--- src/hdl/fifo_icache_fetch_decode_macros.svh ---
// Assertion macros for the instruction fetch front end.
// Included by the top level; expects a signal named clock and one named reset.
`ifndef FIFO_ICACHE_FETCH_DECODE_MACROS_SVH
`define FIFO_ICACHE_FETCH_DECODE_MACROS_SVH

// Same-cycle implication.
`define ASSERT_IMPL(name, pre, post, msg) \
   name: assert property (@(posedge clock) disable iff (reset) (pre) |-> (post)) \
      else $error(msg);

// Next-cycle implication.
`define ASSERT_NEXT(name, pre, post, msg) \
   name: assert property (@(posedge clock) disable iff (reset) (pre) |=> (post)) \
      else $error(msg);

`endif

--- src/hdl/fifd_pkg.sv ---
// Shared constants and types for the instruction fetch front end.
// No dependencies.
`default_nettype none
package fifd_pkg;

   localparam int CACHE_ENTRIES = 16;
   localparam int SLOT_W = (CACHE_ENTRIES > 1) ? $clog2(CACHE_ENTRIES) : 1;

   localparam logic OP_LOOKUP = 1'b0;
   localparam logic OP_FILL   = 1'b1;

   typedef struct packed {
      logic        active;
      logic        found;
      logic [31:0] addr;
      logic [31:0] word;
   } probe_type;

endpackage
`default_nettype wire

--- src/hdl/fifd_cell.sv ---
// One cache entry of the lookup chain: holds tag, word and valid bit,
// compares the passing probe and hands it to the next cell. Uses fifd_pkg.
`default_nettype none
module fifd_cell
   import fifd_pkg::*;
(
   input  wire logic        clock,
   input  wire logic        reset,
   input  wire probe_type   probe_in,
   output probe_type        probe_out,
   input  wire logic        wr_en,
   input  wire logic [31:0] wr_addr,
   input  wire logic [31:0] wr_word
);

   logic [31:0] tag_ff;
   logic [31:0] word_ff;
   logic        valid_ff;
   probe_type   probe_ff;
   probe_type   probe_in_n;
   logic        match;

   assign match = probe_in.active && !probe_in.found && valid_ff && (tag_ff == probe_in.addr);

   always_comb begin
      probe_in_n = probe_in;
      if (match) begin
         probe_in_n.found = 1'b1;
         probe_in_n.word  = word_ff;
      end
   end

   always_ff @(posedge clock) begin
      if (reset) begin
         valid_ff        <= 1'b0;
         probe_ff.active <= 1'b0;
      end else begin
         if (wr_en) begin
            valid_ff <= 1'b1;
         end
         probe_ff.active <= probe_in_n.active;
      end
      probe_ff.found <= probe_in_n.found;
      probe_ff.addr  <= probe_in_n.addr;
      probe_ff.word  <= probe_in_n.word;
      if (wr_en) begin
         tag_ff  <= wr_addr;
         word_ff <= wr_word;
      end
   end

   assign probe_out = probe_ff;

endmodule
`default_nettype wire

--- src/hdl/fifd_decode.sv ---
// Result formatting: byte swap of the instruction word and field split.
// Uses fifd_pkg.
`default_nettype none
module fifd_decode
   import fifd_pkg::*;
(
   input  wire logic        hit,
   input  wire logic [31:0] raw,
   output logic [31:0]      instruction,
   output logic [5:0]       major_op,
   output logic             imm_flag,
   output logic             branch_mode,
   output logic [3:0]       reg_a,
   output logic [3:0]       reg_b,
   output logic [3:0]       reg_c,
   output logic [15:0]      immediate
);

   logic [31:0] ir;

   assign ir          = hit ? {raw[7:0], raw[15:8], raw[23:16], raw[31:24]} : 32'd0;
   assign instruction = ir;
   assign major_op    = ir[31:26];
   assign imm_flag    = ir[25];
   assign branch_mode = ir[24];
   assign reg_a       = ir[23:20];
   assign reg_b       = ir[19:16];
   assign reg_c       = ir[15:12];
   assign immediate   = {ir[7:0], ir[15:8]};

endmodule
`default_nettype wire

--- src/hdl/fifo_icache_fetch_decode.sv ---
// Top level of the instruction fetch front end: chain of cache cells,
// fill pointer and result decode. Uses fifd_pkg, fifd_cell, fifd_decode.
//
// Usage: raise start with req_opcode, req_fetch_address, req_memory_word;
// the word is taken at a clock edge where start is high and busy is low.
// Every word gives exactly one result, shown for one cycle with rsp_valid.
// Fill (opcode 1): writes the slot named by the round-robin pointer, result
// the cycle after acceptance; busy stays low, so fills run one per cycle
// unless a lookup holds busy. Lookup (opcode 0): the probe walks the chain
// of CACHE_ENTRIES cells, one cell per cycle, the first valid matching cell
// capturing its word. The result appears when the probe leaves the last
// cell; busy is high during that walk, so a new word is taken the cycle
// after the result.
// A miss reports rsp_hit low and all other fields zero.
// Reset (synchronous, active high) clears all valid bits, the pointer and
// the chain at once; no clearing pass. The receiver cannot stall results.
`default_nettype none
`include "fifo_icache_fetch_decode_macros.svh"
module fifo_icache_fetch_decode
   import fifd_pkg::*;
(
   input  wire logic        clock,
   input  wire logic        reset,
   input  wire logic        start,
   output logic             busy,
   input  wire logic        req_opcode,
   input  wire logic [31:0] req_fetch_address,
   input  wire logic [31:0] req_memory_word,
   output logic             rsp_valid,
   output logic             rsp_hit,
   output logic [31:0]      rsp_instruction,
   output logic [5:0]       rsp_major_op,
   output logic             rsp_imm_flag,
   output logic             rsp_branch_mode,
   output logic [3:0]       rsp_reg_a,
   output logic [3:0]       rsp_reg_b,
   output logic [3:0]       rsp_reg_c,
   output logic [15:0]      rsp_immediate
);

   localparam logic [SLOT_W-1:0] LAST_SLOT = SLOT_W'(CACHE_ENTRIES - 1);

   logic              busy_ff, busy_in;
   logic [SLOT_W-1:0] slot_ff, slot_in;
   logic              fill_done_ff;
   logic [31:0]       fill_word_ff;
   logic              accept, fill_accept, lookup_accept;
   probe_type         chain [0:CACHE_ENTRIES];
   probe_type         tail;
   logic [31:0]       raw;

   assign busy          = busy_ff;
   assign accept        = start && !busy_ff;
   assign fill_accept   = accept && (req_opcode == OP_FILL);
   assign lookup_accept = accept && (req_opcode == OP_LOOKUP);

   assign chain[0] = '{active: lookup_accept, found: 1'b0,
                       addr: req_fetch_address, word: 32'd0};

   for (genvar i = 0; i < CACHE_ENTRIES; i++) begin : g_cell
      fifd_cell u_cell (
         .clock     (clock),
         .reset     (reset),
         .probe_in  (chain[i]),
         .probe_out (chain[i+1]),
         .wr_en     (fill_accept && (slot_ff == SLOT_W'(i))),
         .wr_addr   (req_fetch_address),
         .wr_word   (req_memory_word)
      );
   end

   assign tail = chain[CACHE_ENTRIES];

   always_comb begin
      busy_in = busy_ff;
      if (lookup_accept) begin
         busy_in = 1'b1;
      end else if (tail.active) begin
         busy_in = 1'b0;
      end
      slot_in = slot_ff;
      if (fill_accept) begin
         slot_in = (slot_ff == LAST_SLOT) ? '0 : slot_ff + 1'b1;
      end
   end

   always_ff @(posedge clock) begin
      if (reset) begin
         busy_ff      <= 1'b0;
         slot_ff      <= '0;
         fill_done_ff <= 1'b0;
      end else begin
         busy_ff      <= busy_in;
         slot_ff      <= slot_in;
         fill_done_ff <= fill_accept;
      end
      if (fill_accept) begin
         fill_word_ff <= req_memory_word;
      end
   end

   assign rsp_valid = fill_done_ff || tail.active;
   assign rsp_hit   = fill_done_ff || (tail.active && tail.found);
   assign raw       = fill_done_ff ? fill_word_ff : tail.word;

   fifd_decode u_decode (
      .hit         (rsp_hit),
      .raw         (raw),
      .instruction (rsp_instruction),
      .major_op    (rsp_major_op),
      .imm_flag    (rsp_imm_flag),
      .branch_mode (rsp_branch_mode),
      .reg_a       (rsp_reg_a),
      .reg_b       (rsp_reg_b),
      .reg_c       (rsp_reg_c),
      .immediate   (rsp_immediate)
   );

   `ASSERT_IMPL(a_one_source, fill_done_ff, !tail.active, "fill and lookup results collide")
   `ASSERT_NEXT(a_lookup_busy, lookup_accept, busy, "busy low after lookup accepted")
   `ASSERT_NEXT(a_fill_result, fill_accept, rsp_valid && rsp_hit, "fill result missing")
   `ASSERT_IMPL(a_miss_zero, rsp_valid && !rsp_hit, rsp_instruction == 32'd0,
                "miss with nonzero instruction")

endmodule
`default_nettype wire

--- config.mk ---
export PLATFORM = sky130hd
export DESIGN_NAME = fifo_icache_fetch_decode
export DESIGN_NICKNAME = d
export VERILOG_FILES = /design/src/hdl/fifd_pkg.sv /design/src/hdl/fifd_cell.sv /design/src/hdl/fifd_decode.sv /design/src/hdl/fifo_icache_fetch_decode.sv
export VERILOG_INCLUDE_DIRS = /design/src /design/src/hdl
export SDC_FILE = /design/constraint.sdc
export NUM_CORES = 2
export LEC_CHECK = 0
export ABC_AREA = 0
export BUFFER_PORTS_ARGS = -buffer_cell sky130_fd_sc_hd__buf_4
export CAP_MARGIN = 10
export CORE_MARGIN = 1
export CORE_UTILIZATION = 61
export CTS_CLUSTER_DIAMETER = 80
export DETAILED_ROUTE_END_ITERATION = 10
export PLACE_DENSITY = 0.87
export SYNTH_ARGS = -nofsm -noshare
export SYNTH_HDL_FRONTEND = slang
export SYNTH_SLANG_ARGS = --single-unit
--- constraint.sdc ---
create_clock -name clock -period 8.5 [get_ports clock]
set_input_delay 0.85 -clock clock [delete_from_list [all_inputs] [get_ports clock]]
set_output_delay 0.85 -clock clock [all_outputs]
set_load 0.005 [all_outputs]
-- After elaboration in Yosys (flattened, before gate mapping)
Cells that the tools add are included.
- $add $sub $neg: 1
- multiply operators: 0
- div/mod/pow operators: 0
- $lt $le $gt $ge: 0
- eq/ne operators: 31
- shifts and indexed selects: 0
- multiplexer cells: 21
- bitwise gates (word level): 1
- reduce and logical (&&, ||, !) cells: 87
- operators by type and width (cell ; count):
    32-bit 2-to-1 mux ; 17
    32-bit == test ; 16
    1-bit logical AND ; 67
    4-bit == test, second input constant ; 8
    4-bit by 3-bit == test with 1-bit output, second input constant ; 4
    1-bit logical NOT ; 16
    4-bit by 2-bit == test with 1-bit output, second input constant ; 2
    4-bit by 1-bit adder with 4-bit output, second input constant ; 1
    4-bit by 1-bit == test with 1-bit output, second input constant ; 1
    4-bit logical NOT ; 1
    4-bit 2-to-1 mux ; 1
    1-bit 2-to-1 mux ; 3
    1-bit logical OR ; 2
    2-bit nonzero test ; 1
    1-bit inverter ; 1
- register bits after elaboration: 2102
- bits in latches: 0
- bits in writable memories: 0
- bits in read-only memories: 0
- input bits: 68
- output and inout port bits: 71
- word-level logic and storage cells: 256
- memories kept: 0

-- Longest topological paths before layout
- depth after elaboration: 6
- gate-level depth with buffers: 6

-- Cells and area by module
A second synthesis with hierarchy kept.
- cell total of the unflattened synthesis: 3625
- area, all modules: 67054.3 sq um
- modules (own cells, without submodules) (module ; instances ; cells each ; area each (sq um)):
    fifd_cell ; 16 ; 214 ; 4047.6
    fifo_icache_fetch_decode ; 1 ; 130 ; 1766.7
    fifd_decode ; 1 ; 71 ; 525.5

-- Worst setup path before layout
No wires, ideal clock.
- path kind: input to register
- start point: input port req_opcode
- end point: register g_cell[3].u_cell.tag_ff[0], enable pin
- setup time: 0.567 ns
- arrival: 6.910 ns
- data required time: 7.933 ns
- slack: 1.023 ns
- stages on the path: 4
- path buffers: 1
- cells stage by stage: and3b_1 -> clkbuf_1 -> nand2_1 -> nor3_1
- cells in the longest elaborated chain, start to end: 2
- ends and longest elaborated chain (item ; RTL line ; RTL):
    start, declared ; fifo_icache_fetch_decode.sv:26 ; input wire logic req_opcode,
    1-bit logical AND ; fifo_icache_fetch_decode.sv:54 ; assign fill_accept = accept && (req_opcode == OP_FILL);
    via fill_accept ; fifo_icache_fetch_decode.sv:47 ; logic accept, fill_accept, lookup_accept;
    1-bit logical AND ; fifo_icache_fetch_decode.sv:66 ; .wr_en (fill_accept && (slot_ff == SLOT_W'(i))),
    via g_cell[3].u_cell.wr_en ; fifd_cell.sv:11 ; input wire logic wr_en,
    end signal, assigned ; fifd_cell.sv:47 ; tag_ff <= wr_addr;
    end, declared ; fifd_cell.sv:16 ; logic [31:0] tag_ff;
The timed path passes the listed nets, and every way through them passes these cells.
A chain may end at the register's enable or synchronous reset.

-- Worst setup path in the final report
- start point: register fill_done_ff
- end point: output port rsp_instruction[5]
- cells in the longest elaborated chain, start to end: 2
- elaborated cells on any way between the ends: 3
- those cells by class: mux (2); reduce/logical (1)
- ends and longest elaborated chain (item ; RTL line ; RTL):
    start, declared ; fifo_icache_fetch_decode.sv:45 ; logic fill_done_ff;
    start signal, assigned ; fifo_icache_fetch_decode.sv:95 ; fill_done_ff <= fill_accept;
    32-bit 2-to-1 mux or 1-bit logical OR (tied branches) ; fifo_icache_fetch_decode.sv:104, fifo_icache_fetch_decode.sv:103 ;
    32-bit 2-to-1 mux * ; fifd_decode.sv:21 ; assign ir = hit ? {raw[7:0], raw[15:8], raw[23:16], raw[31:24]} : 32'd0;
    end, declared ; fifo_icache_fetch_decode.sv:31 ; output logic [31:0] rsp_instruction,
Every way passes the cells marked *; elsewhere a longest branch is shown, timed or not.

==> results.toml <==
[placed_design]
placed_area_um2 = 68400
place.gp.congestion = 0.809
place_inst = 5072
place_worst_setup_slack_ns = 4.58
hpwlAfterDp_um = 76800
portBuffers = 138

[power_and_ir_drop]
sw_frac_of_total_pct = 20.6
vdd.ir_drop.worst_mv = 0.215
power_spent_charging_and_discharging_nets_mw = 3.98
p_int_mw = 15.4
p_leak_nw = 27.4
p_clk_share_pct = 42.0
power_per_cell_area_nw_per_um2 = 260
power.share.combinational_pct = 1.7
power.sequential.fraction_pct = 56.3

[timing]
finalSetupViolations = 0
max_clock_freq_mhz = 281
period_needed_ns = 3.56
timing.max_slew.rel_slack_pct = 30.8
slew_violations = 0
final.setup.worst_slack_ns = 4.94
post-route-period-util_pct = 41.8
finClkSkew_ns = 0.0376
final_hold_viol_count = 0
setup_total_negative_slack_ns = 0
grt_setup_unrepaired = "no"
timing_worst_slew_pin_value_ns = 1.04

[die]
die_area_um2 = 110000
io_pins = 139
floorplan.die.width_um = 331
die-height_um = 331
design.core.area_um2 = 107000
initial_utilization_pct = 61.6
rows = 120

[drt]
detail_route.first_pass.iterations = 6
drt-total-wl_um = 135000
ant_nets = 0
avg_wl_per_cell_um = 24.8
avgViaCountPerCell = 5.63
drc = 0
route.vias.total = 30484
detail_route.iter0.violations = 2746

[synth]
synthesis.area_um2 = 66000
synth_warn = 0
synth_seq_area_share_pct = 79.7
synth_area_per_cell_um2 = 18.4
synthesized_netlist_net_count = 3666
synthCells = 3594
synth_enable_flop_cells = 1056
proportion_of_synthesized_flip_flops_having_asynchronous_set_or_reset_pct = 0
synthFlopType = "sky130_fd_sc_hd__edfxtp_1"
total_of_flip_flops_plus_latches_after_synthesis = 2102
synthDistinctLibCells = 34

[worst_setup_path]
worst_setup_path_end_kind = "primary output"
worst-setup-path-type = "flip-flop to primary output"
critPathTopFamily = "buffers and inverters"
cell_with_the_biggest_individual_delay_on_the_critical_path = "sky130_fd_sc_hd__nor2_1"
crit_fanout = 33
ff2ff_setup_slack_ns = 5.06
cp_data_required_time_ns = 7.65
worstReg2RegEnd = "g_cell[15].u_cell.tag_ff[15]"
cp.depth = 4
critPathLaunchType = "flip-flop"
worst_path_largest_cell_delay_ns = 0.61
critPathBufInv = 2
worst_setup_path_endpoint = "rsp_instruction[5]"
critical_path.reg2reg.startpoint = "busy"
crit_top_cell = "sky130_fd_sc_hd__buf_4"
timing.reg2reg.worst_path_depth = 5
crit_path_cell_trace = "buf_4 -> mux2i_1 -> nor2_1 -> buf_4"
worst_ep_arrival_time_ns = 2.71
cp_startpoint = "fill_done_ff"

[clocking]
cts_inserted_buffers = 182
clkTransAtPathRegs_ns = 0.07
post-cts-setup-buffers = 0
clock_sink_count = 2102
cts.hold.buffers_added = 0
clkLatencyLatePin_ns = 0.81
post_cts_resized = 0
cts_root_buf = "sky130_fd_sc_hd__clkbuf_16"
clock_tree.htree_level_count = 4
clock_tree_from_tritoncts = "done"
clockBufferDepth = 3

[final_layout]
net_count_reported_at_finish = 3925
finalCoreUtilization_pct = 69.4
final_standard_cell_count_with_taps_included_and_fillers_excluded = 5416
synthToLayoutAreaGrowth_pct = 12.6
final_area_um2 = 74400
final_common_cell = "sky130_fd_sc_hd__edfxtp_1"
mostFrequentLayoutCells = "1056 x sky130_fd_sc_hd__edfxtp_1, 1045 x sky130_fd_sc_hd__dfxtp_1, 436 x sky130_fd_sc_hd__xor2_1, 417 x sky130_fd_sc_hd__mux2_2, 184 x sky130_fd_sc_hd__clkbuf_16"
layout-drive-gt1-share_pct = 22.6
fillerInstances = 6044

[run_status]
run_status = "finished clean"

[global_routing]
grt_usage_pct = 24.9
first_global_vias = 32234
global_route.overflow_total = 0
antenna_found_initial = 4
grt_max_degree = 66
wire_length_of_the_first_global_routing_pass_um = 200000

[min_path]
hold_class = "flip-flop to flip-flop"

[flow_run]
drv.max_cap_violation_count = 0
[area by class of cell]
cell class              count  area, um^2  share of cell area (%)
flip-flops and latches   2102       52700                    70.8
multi-input cells        1391       12700                    17.0
clock buffers             280        5320                    7.15
well taps                1403        1760                    2.36
repair buffers            173        1300                    1.75
clock inverters            62         663                   0.892
inverters                   3        11.3                  0.0151
diodes                      2        5.00                 0.00673
[registers in the layout (all words and copies together) (netlist names)]
signal                   count
busy                         1
g_cell.u_cell.valid_ff      16
g_cell.u_cell.tag_ff       512
g_cell.u_cell.word_ff      512
g_cell.u_cell.probe_out   1024
fill_word_ff                32
slot_ff                      4
fill_done_ff                 1
[Yosys cell counts, drive strengths merged, types with 3 or more instances]
cell type / count / area (um^2)
nor2b: 16 / 100
ha: 4 / 50.1
nor3: 21 / 110
inv: 3 / 11.3
nand2: 6 / 22.5
nand3: 16 / 80.1
nand4b: 15 / 131
clkbuf: 15 / 58.8
mux2i: 32 / 320
xnor2: 77 / 674
nor4: 112 / 926
buf: 83 / 786
edfxtp: 1056 / 31700
mux2: 480 / 5410
and2: 32 / 200
xor2: 436 / 3820
nor2: 82 / 308
nand4: 32 / 200
nand2b: 3 / 18.8
a21oi: 6 / 30.0
or2: 16 / 100
dfxtp: 1046 / 20900
[logic make-up (layout without fill, tap and decap cells)]
family          count (synthesis)  in the layout  share of synthesized area, %
fa+ha+maj                       4              4                        0.0758
xor+xnor                      513            513                          6.80
buf+inv                       101            518                          1.30
flops                        2102           2102                          79.7
simple gates                  354            354                          3.36
other cells                     0              2                             0
compound gates                  8              8                        0.0625
mux                           512            512                          8.67
[power by group through the flow]
stage / clock [mW] / sequential [mW] / combinational, mW
5_1_grt: 8.62 / 10.9 / 0.349
4_1_cts: 8.21 / 10.9 / 0.329
6_report: 8.13 / 10.9 / 0.330
3_3_place_gp: 0 / 11.1 / 0.302
3_5_place_dp: 0 / 11.1 / 0.317
2_1_floorplan: 0 / 11.1 / 0.126
[worst reg2reg max path: cells and delay by family, from the launching register on]
| kind | cells | cell delay, ns |
|---|---|---|
| AND/OR/NAND/NOR | 3 | 1.56 |
| flip-flops | 1 | 0.32 |
| buffers and inverters | 2 | 1.16 |
[per-stage QoR]
stage               total power, mW  hold slack, ns
floorplan                      11.2           0.349
global placement               11.4           0.352
detailed placement             11.4           0.353
CTS                            19.4           0.316
global route                   19.9           0.330
finish                         19.4           0.351
[routing by layer]
metal  up-vias  wire, um  GRT usage [%]
met5         -        14              0
met4         2      4350           9.61
met3       274      8340           3.97
met2      1231     68100           42.3
met1     15591     53700           32.2
li1      13386         -              -
[worst min path at each step]
stage	startpoint	depth (start not counted)	endpoint	slack [ns]
6_report	g_cell[1].u_cell.probe_out[41]	0	g_cell[2].u_cell.probe_out[41]	0.35
5_1_grt	req_fetch_address[2]	1	g_cell[0].u_cell.probe_out[34]	0.33
4_1_cts	req_fetch_address[2]	1	g_cell[0].u_cell.probe_out[34]	0.32
3_5_place_dp	g_cell[6].u_cell.probe_out[57]	0	g_cell[7].u_cell.probe_out[57]	0.35
3_3_place_gp	g_cell[13].u_cell.probe_out[57]	0	g_cell[14].u_cell.probe_out[57]	0.35
2_1_floorplan	g_cell[9].u_cell.probe_out[33]	0	g_cell[10].u_cell.probe_out[33]	0.35
Power figures use the tool's default switching activity.
